`config.mk`:
```
export PLATFORM = sky130hd
export DESIGN_NAME = gpio_port_with_pin_interrupts_core
export DESIGN_NICKNAME = d
export VERILOG_FILES = /design/src/rtl/gpio_pkg.sv /design/src/rtl/gpio_port_with_pin_interrupts_core.sv
export VERILOG_INCLUDE_DIRS = /design/src /design/src/rtl
export SDC_FILE = /design/constraint.sdc
export NUM_CORES = 1
export LEC_CHECK = 0
export BUFFER_PORTS_ARGS = -buffer_cell sky130_fd_sc_hd__buf_4
export CORE_ASPECT_RATIO = 0.5
export CORE_UTILIZATION = 61
export DETAILED_ROUTE_END_ITERATION = 7
export PLACE_DENSITY = 0.83
export SYNTH_ARGS = -nofsm -noshare
export SYNTH_HDL_FRONTEND = slang
export SYNTH_SLANG_ARGS = --single-unit
```
`constraint.sdc`:
```
create_clock -name clk -period 5.5 [get_ports clk]
set_input_delay 0 -clock clk [delete_from_list [all_inputs] [get_ports clk]]
set_output_delay 0 -clock clk [all_outputs]
set_load 0.02 [all_outputs]
```
`src/rtl/gpio_port_with_pin_interrupts_core_defines.svh`:
```
// assertion macros for the gpio port core
`ifndef GPIO_PORT_WITH_PIN_INTERRUPTS_CORE_DEFINES_SVH
`define GPIO_PORT_WITH_PIN_INTERRUPTS_CORE_DEFINES_SVH

// condition that holds at every clock edge out of reset
`define GPIO_ASSERT_HOLDS(label, cond) \
    label: assert property (@(posedge clk) disable iff (!rst_n) (cond)) \
        else $error("gpio core check failed");

// consequence in the cycle after the antecedent
`define GPIO_ASSERT_NEXT(label, ante, cons) \
    label: assert property (@(posedge clk) disable iff (!rst_n) (ante) |=> (cons)) \
        else $error("gpio core check failed");

`endif

```
`src/rtl/gpio_pkg.sv`:
```
// codes shared by the gpio port core
package gpio_pkg;

    localparam int WORD_WIDTH = 32;

    typedef logic [WORD_WIDTH-1:0] word_t;

    localparam logic [1:0] OP_NONE  = 2'd0;
    localparam logic [1:0] OP_READ  = 2'd1;
    localparam logic [1:0] OP_WRITE = 2'd2;

    localparam logic [2:0] REG_DATA      = 3'd0;
    localparam logic [2:0] REG_DIRECTION = 3'd1;
    localparam logic [2:0] REG_ICR_LOW   = 3'd2;
    localparam logic [2:0] REG_ICR_HIGH  = 3'd3;
    localparam logic [2:0] REG_MASK      = 3'd4;
    localparam logic [2:0] REG_STATUS    = 3'd5;
    localparam logic [2:0] REG_BOTH_EDGE = 3'd6;

    localparam logic [1:0] MODE_LOW     = 2'd0;
    localparam logic [1:0] MODE_HIGH    = 2'd1;
    localparam logic [1:0] MODE_RISING  = 2'd2;
    localparam logic [1:0] MODE_FALLING = 2'd3;

endpackage

```
`src/rtl/gpio_port_with_pin_interrupts_core.sv`:
```
// gpio port with per-pin interrupt detection, top level
//
//   channel | signals                                         | direction
//   in      | in_valid in_ready operation reg_index           | request in
//           | write_data pin_levels                           |
//   out     | out_valid out_ready read_data pin_drive         | result out
//           | output_enable irq                               |
//
// one request per clock while in_ready is high; the register file and the result register update at the same edge
// result appears in the cycle after the request is taken
// a held result only stalls the input when out_ready is low
// reset clears every register; pins at or above PIN_COUNT stay zero
`include "gpio_port_with_pin_interrupts_core_defines.svh"

module gpio_port_with_pin_interrupts_core #(
    parameter int PIN_COUNT = 32
) (
    input  logic        clk,
    input  logic        rst_n,
    input  logic        in_valid,
    output logic        in_ready,
    input  logic [1:0]  operation,
    input  logic [2:0]  reg_index,
    input  logic [31:0] write_data,
    input  logic [31:0] pin_levels,
    output logic        out_valid,
    input  logic        out_ready,
    output logic [31:0] read_data,
    output logic [31:0] pin_drive,
    output logic [31:0] output_enable,
    output logic        irq
);

    localparam logic [32:0] PinFull = (33'd1 << PIN_COUNT) - 33'd1;
    localparam logic [31:0] PinMask = PinFull[31:0];

    function automatic logic [31:0] icr_mask(input int first_pin);
        logic [31:0] m;
        m = '0;
        for (int k = 0; k < 16; k++)
        begin
            if (PinMask[first_pin + k])
            begin
                m[2*k +: 2] = 2'b11;
            end
        end
        return m;
    endfunction

    localparam logic [31:0] IcrLowMask  = icr_mask(0);
    localparam logic [31:0] IcrHighMask = icr_mask(16);

    gpio_pkg::word_t data_reg,      data_next;
    gpio_pkg::word_t dir_reg,       dir_next;
    gpio_pkg::word_t icr_low_reg,   icr_low_next;
    gpio_pkg::word_t icr_high_reg,  icr_high_next;
    gpio_pkg::word_t mask_reg,      mask_next;
    gpio_pkg::word_t status_reg,    status_next;
    gpio_pkg::word_t both_edge_reg, both_edge_next;
    gpio_pkg::word_t prev_reg;

    logic            out_valid_reg;
    gpio_pkg::word_t read_data_reg, read_data_next;
    logic            irq_reg,       irq_next;

    gpio_pkg::word_t cur;
    gpio_pkg::word_t rise;
    gpio_pkg::word_t fall;
    gpio_pkg::word_t events;
    gpio_pkg::word_t clear;
    logic [63:0]     icr_all;
    logic            accept;

    assign in_ready = !out_valid_reg || out_ready;
    assign accept   = in_valid && in_ready;
    assign cur      = pin_levels & PinMask;
    assign rise     = cur & ~prev_reg;
    assign fall     = ~cur & prev_reg;
    assign icr_all  = {icr_high_reg, icr_low_reg};

    // read mux on the registers as they stand before the request
    always_comb
    begin
        read_data_next = '0;
        if (operation == gpio_pkg::OP_READ)
        begin
            case (reg_index)
                gpio_pkg::REG_DATA:      read_data_next = (data_reg & dir_reg) | (cur & ~dir_reg);
                gpio_pkg::REG_DIRECTION: read_data_next = dir_reg;
                gpio_pkg::REG_ICR_LOW:   read_data_next = icr_low_reg;
                gpio_pkg::REG_ICR_HIGH:  read_data_next = icr_high_reg;
                gpio_pkg::REG_MASK:      read_data_next = mask_reg;
                gpio_pkg::REG_STATUS:    read_data_next = status_reg;
                gpio_pkg::REG_BOTH_EDGE: read_data_next = both_edge_reg;
                default:                 read_data_next = '0;
            endcase
        end
    end

    // per-pin event detection
    always_comb
    begin
        events = '0;
        for (int p = 0; p < 32; p++)
        begin
            if (both_edge_reg[p])
            begin
                events[p] = rise[p] | fall[p];
            end
            else
            begin
                case (icr_all[2*p +: 2])
                    gpio_pkg::MODE_LOW:    events[p] = !cur[p];
                    gpio_pkg::MODE_HIGH:   events[p] = cur[p];
                    gpio_pkg::MODE_RISING: events[p] = rise[p];
                    default:               events[p] = fall[p];
                endcase
            end
        end
        events = events & PinMask;
    end

    // register writes
    always_comb
    begin
        data_next      = data_reg;
        dir_next       = dir_reg;
        icr_low_next   = icr_low_reg;
        icr_high_next  = icr_high_reg;
        mask_next      = mask_reg;
        both_edge_next = both_edge_reg;
        clear          = '0;
        if (operation == gpio_pkg::OP_WRITE)
        begin
            case (reg_index)
                gpio_pkg::REG_DATA:      data_next      = write_data & PinMask;
                gpio_pkg::REG_DIRECTION: dir_next       = write_data & PinMask;
                gpio_pkg::REG_ICR_LOW:   icr_low_next   = write_data & IcrLowMask;
                gpio_pkg::REG_ICR_HIGH:  icr_high_next  = write_data & IcrHighMask;
                gpio_pkg::REG_MASK:      mask_next      = write_data & PinMask;
                gpio_pkg::REG_STATUS:    clear          = write_data & PinMask;
                gpio_pkg::REG_BOTH_EDGE: both_edge_next = write_data & PinMask;
                default:                 clear          = '0;
            endcase
        end
        // an event in the same clock as its clear survives
        status_next = ((status_reg & ~clear) | events) & PinMask;
        irq_next    = |(status_next & mask_next);
    end

    always_ff @(posedge clk or negedge rst_n)
    begin
        if (!rst_n)
        begin
            data_reg      <= '0;
            dir_reg       <= '0;
            icr_low_reg   <= '0;
            icr_high_reg  <= '0;
            mask_reg      <= '0;
            status_reg    <= '0;
            both_edge_reg <= '0;
            prev_reg      <= '0;
            out_valid_reg <= 1'b0;
            read_data_reg <= '0;
            irq_reg       <= 1'b0;
        end
        else
        begin
            if (accept)
            begin
                data_reg      <= data_next;
                dir_reg       <= dir_next;
                icr_low_reg   <= icr_low_next;
                icr_high_reg  <= icr_high_next;
                mask_reg      <= mask_next;
                status_reg    <= status_next;
                both_edge_reg <= both_edge_next;
                prev_reg      <= cur;
                read_data_reg <= read_data_next;
                irq_reg       <= irq_next;
                out_valid_reg <= 1'b1;
            end
            else if (out_ready)
            begin
                out_valid_reg <= 1'b0;
            end
        end
    end

    assign out_valid     = out_valid_reg;
    assign read_data     = read_data_reg;
    assign pin_drive     = data_reg;
    assign output_enable = dir_reg;
    assign irq           = irq_reg;

    `GPIO_ASSERT_HOLDS(irq_tracks_status, irq_reg == (|(status_reg & mask_reg)))
    `GPIO_ASSERT_HOLDS(absent_pins_quiet, (status_reg & ~PinMask) == '0)
    `GPIO_ASSERT_NEXT(mask_write_lands,
        accept && operation == gpio_pkg::OP_WRITE && reg_index == gpio_pkg::REG_MASK,
        mask_reg == ($past(write_data) & PinMask))

endmodule
```
==> results_dict.tcl <==
set metrics [dict create \
    status "finished clean" \
    hold_buffers 67 \
    drc 0 \
    fmax_mhz 327.3 \
    area_growth_pct 19.30 \
    clock_skew_ns 0.02213 \
    maxSlewHeadroom_pct 20.18 \
    drt_iter0_markers 1623 \
    seq_area_frac_synth_pct 46.70 \
    io_buffers 171 \
    routed_wl_um 49880 \
    cts.sinks 290 \
    seq_power_share_pct 46.8 \
    routabilityCongestion 0.9296 \
    p_sw_mw 1.979 \
    grt_overflow 0 \
    grt_max_degree 186 \
    antenna_found_initial 2 \
    grt_first_pass_wirelength_um 76400 \
    total_power_mw 6.075 \
    async_flop_share_pct 100.0 \
    fp-row-count 40 \
    ios 172 \
    critPathSlowestCell "and3b_1" \
    end_kind "flip-flop" \
    postPlaceCellArea_um2 17040 \
    core_um2 24470 \
    rsz0062_at_grt "no" \
    postSynthNetCount 1655 \
    htreeDepth 1 \
    path_class "in2reg" \
    die_w_um 227.7 \
    ys.flop_type "dfrtp_1" \
    p_sw_share_pct 32.58 \
    grt_pass1_vias 13560 \
    clk_latency_ns 0.56 \
    fin_crit_sh_pct 55.55 \
    final_antenna_net_count 0 \
    critPathBufInv 1 \
    yosysWarnings 0 \
    drive_above_1_share_pct 23.72 \
    final_hold_viol_count 0 \
    synth_cells 1518 \
    synth_edf_count 0 \
    cts_tree "done" \
    crit_family "simple AND/OR/NAND/NOR gates" \
    finalSetupTns_ns 0 \
    required_ns 5.92 \
    hpwl_um 31960 \
    clockBufferDepth 3 \
    synthTopCellsByArea "dfrtp_1, mux2_2, o21ai_0" \
    dr_total_vias 13480 \
    hp-class "in2async" \
    drv_cap 0 \
    vias_per_cell 6.487 \
    p_leak_nw 8.814 \
    design_area_um2 18540 \
    cts_buffers 26 \
    wire_per_inst_um 24.00 \
    synth-seq-cells 290 \
    worst_ir_drop_vdd_uv 245.8 \
    path_cells "buf_4, and3b_1, and2_4, a21boi_1, a2111oi_0, o22ai_1, nor4_1, a31oi_1" \
    cts_resized 0 \
    finalSetupViolCount 0 \
    path_max_fanout 51 \
    period_minus_slack_ns 3.055 \
    finalNonFillerCells 2078 \
    nets 1858 \
    cts_root_buf "clkbuf_16" \
    first_pass_iters 6 \
    cp-start-kind "primary input" \
    comb_power_share_pct 23.0 \
    synth_area_leader_cell "dfrtp_1" \
    grt_usage_pct 38.15 \
    die_y_um 114.9 \
    internal-power_mw 4.095 \
    yosys.area.top_type_share_pct 46.70 \
    power_density_nw_per_um2 327.6 \
    die-area_um2 26160 \
    dp_cells 1962 \
    cp_slowest_stage_delay_ns 0.83 \
    tightest_slew_ns 1.193 \
    synth.cell_area_um2 15540 \
    p_clk_share_pct 30.2 \
    arrival_ns 3.48 \
    syn_area_per_cell_um2 10.24 \
    synth.distinct_cells 59 \
    drv_slew 0 \
    initial_core_util_pct 63.50 \
    cts.clk_slew.worst_paths_ns 0.07 \
    postCtsSetupBuffers 0 \
]
final cells by class:
type,instances,area (um2)
Fill cell,1664,5933
Multi-Input combinational cell,1027,7481
Sequential cell,290,7257
Clock inverter,2,10.01
Inverter,122,457.9
Clock buffer,46,817.0
Timing Repair Buffer,254,2095
Tap cell,336,420.4
Antenna cell,1,2.502
cells in the mapped netlist, types with 7 or more instances:
master       n
clkbuf_1    41
o22ai_1     17
a21o_1       9
dfrtp_1    290
a22oi_1     25
ha_1        64
mux2i_1     58
inv_1      122
a32o_1       8
nand3_1     17
mux2_2     169
buf_2       26
nor2_1      25
nand2_1    213
and2_1       7
nand2b_1    17
o21ai_0    165
a2111oi_0   20
a211oi_1    23
a31oi_1     11
nor2b_1     23
a221oi_1    20
o211a_1      8
o211ai_1    23
a21oi_1     44
stage by stage:
stage	setup WS, ns	utilization (%)	hold slack (ns)
finish	2.445	75.76	0.09210
global route	2.333	75.75	0.1085
CTS	2.623	75.75	0.07251
detailed placement	2.083	69.63	0.1076
global placement	2.004	69.63	0.09631
floorplan	3.504	-	-0.2956
logic make-up after synthesis:
group                      share of synthesized area (%)
adders and majority gates                          5.153
and+or+nand+nor                                    9.460
DFF                                                46.70
muxes                                              16.71
xor gates and xnor gates                         0.05637
buffers and inverters                              5.281
AOI/OAI and AO/OA                                  16.65
power groups by stage:
stage	sequential, mW	clock, mW	combinational (mW)
3_5_place_dp	2.85	0	1.32
6_report	2.84	1.83	1.40
4_1_cts	2.82	1.83	1.37
5_1_grt	2.87	1.91	1.51
3_3_place_gp	2.82	0	1.27
2_1_floorplan	2.83	0	0.722
cell usage in the layout (no fill, tap or decap), types with 3 or more instances in the layout:
cell           instances
a32o_1                 8
o22ai_1               17
mux2_2               169
buf_4                185
o21ai_1                3
o211ai_1              23
dlygate4sd3_1         67
dfrtp_1              290
nand3_1               17
nor3_1                 5
ha_1                  64
nor4_1                 3
nand2_1              210
and2_1                 6
clkbuf_8               7
mux2i_1               58
a21o_1                 9
o221a_2                4
a2111oi_0             20
a31oi_1               11
a211oi_1              23
nand2_2                5
a21oi_1               44
nor2b_1               22
inv_1                122
mux4_2                 5
a32oi_1                5
clkbuf_1              12
nor3b_1                5
o211a_1                8
a221o_1                3
nor2_1                25
nand2b_1              17
o21ai_0              165
a221oi_1              20
clkbuf_16             27
a22oi_1               25
final timing paths:
check	start	endpoint	slack [ns]	depth (start not counted)
hold / removal	rst_n	output_enable[8]$_DFFE_PN0P_	0.09	2
setup reg to reg	out_valid$_DFFE_PN0P_	mask_reg[10]$_DFFE_PN0P_	2.64	4
hold reg to reg	read_data[15]$_DFFE_PN0P_	read_data[15]$_DFFE_PN0P_	0.48	2
setup / recovery	reg_index[2]	irq$_DFFE_PN0P_	2.44	8
min in group clk	reg_index[1]	read_data[24]$_DFFE_PN0P_	0.09	3
max in group asynchronous	rst_n	icr_low_reg[18]$_DFFE_PN0P_	3.88	3
routing by layer:
metal / part of all wire [%] / global-route usage (%) / up-vias
met5: 0.026 / 0 / -
met4: 3.9 / 15.72 / 2
met3: 13 / 12.03 / 171
met2: 45 / 60.43 / 858
met1: 38 / 49.26 / 6636
li1: - / - / 5812
(Power assumes the default switching activity.)
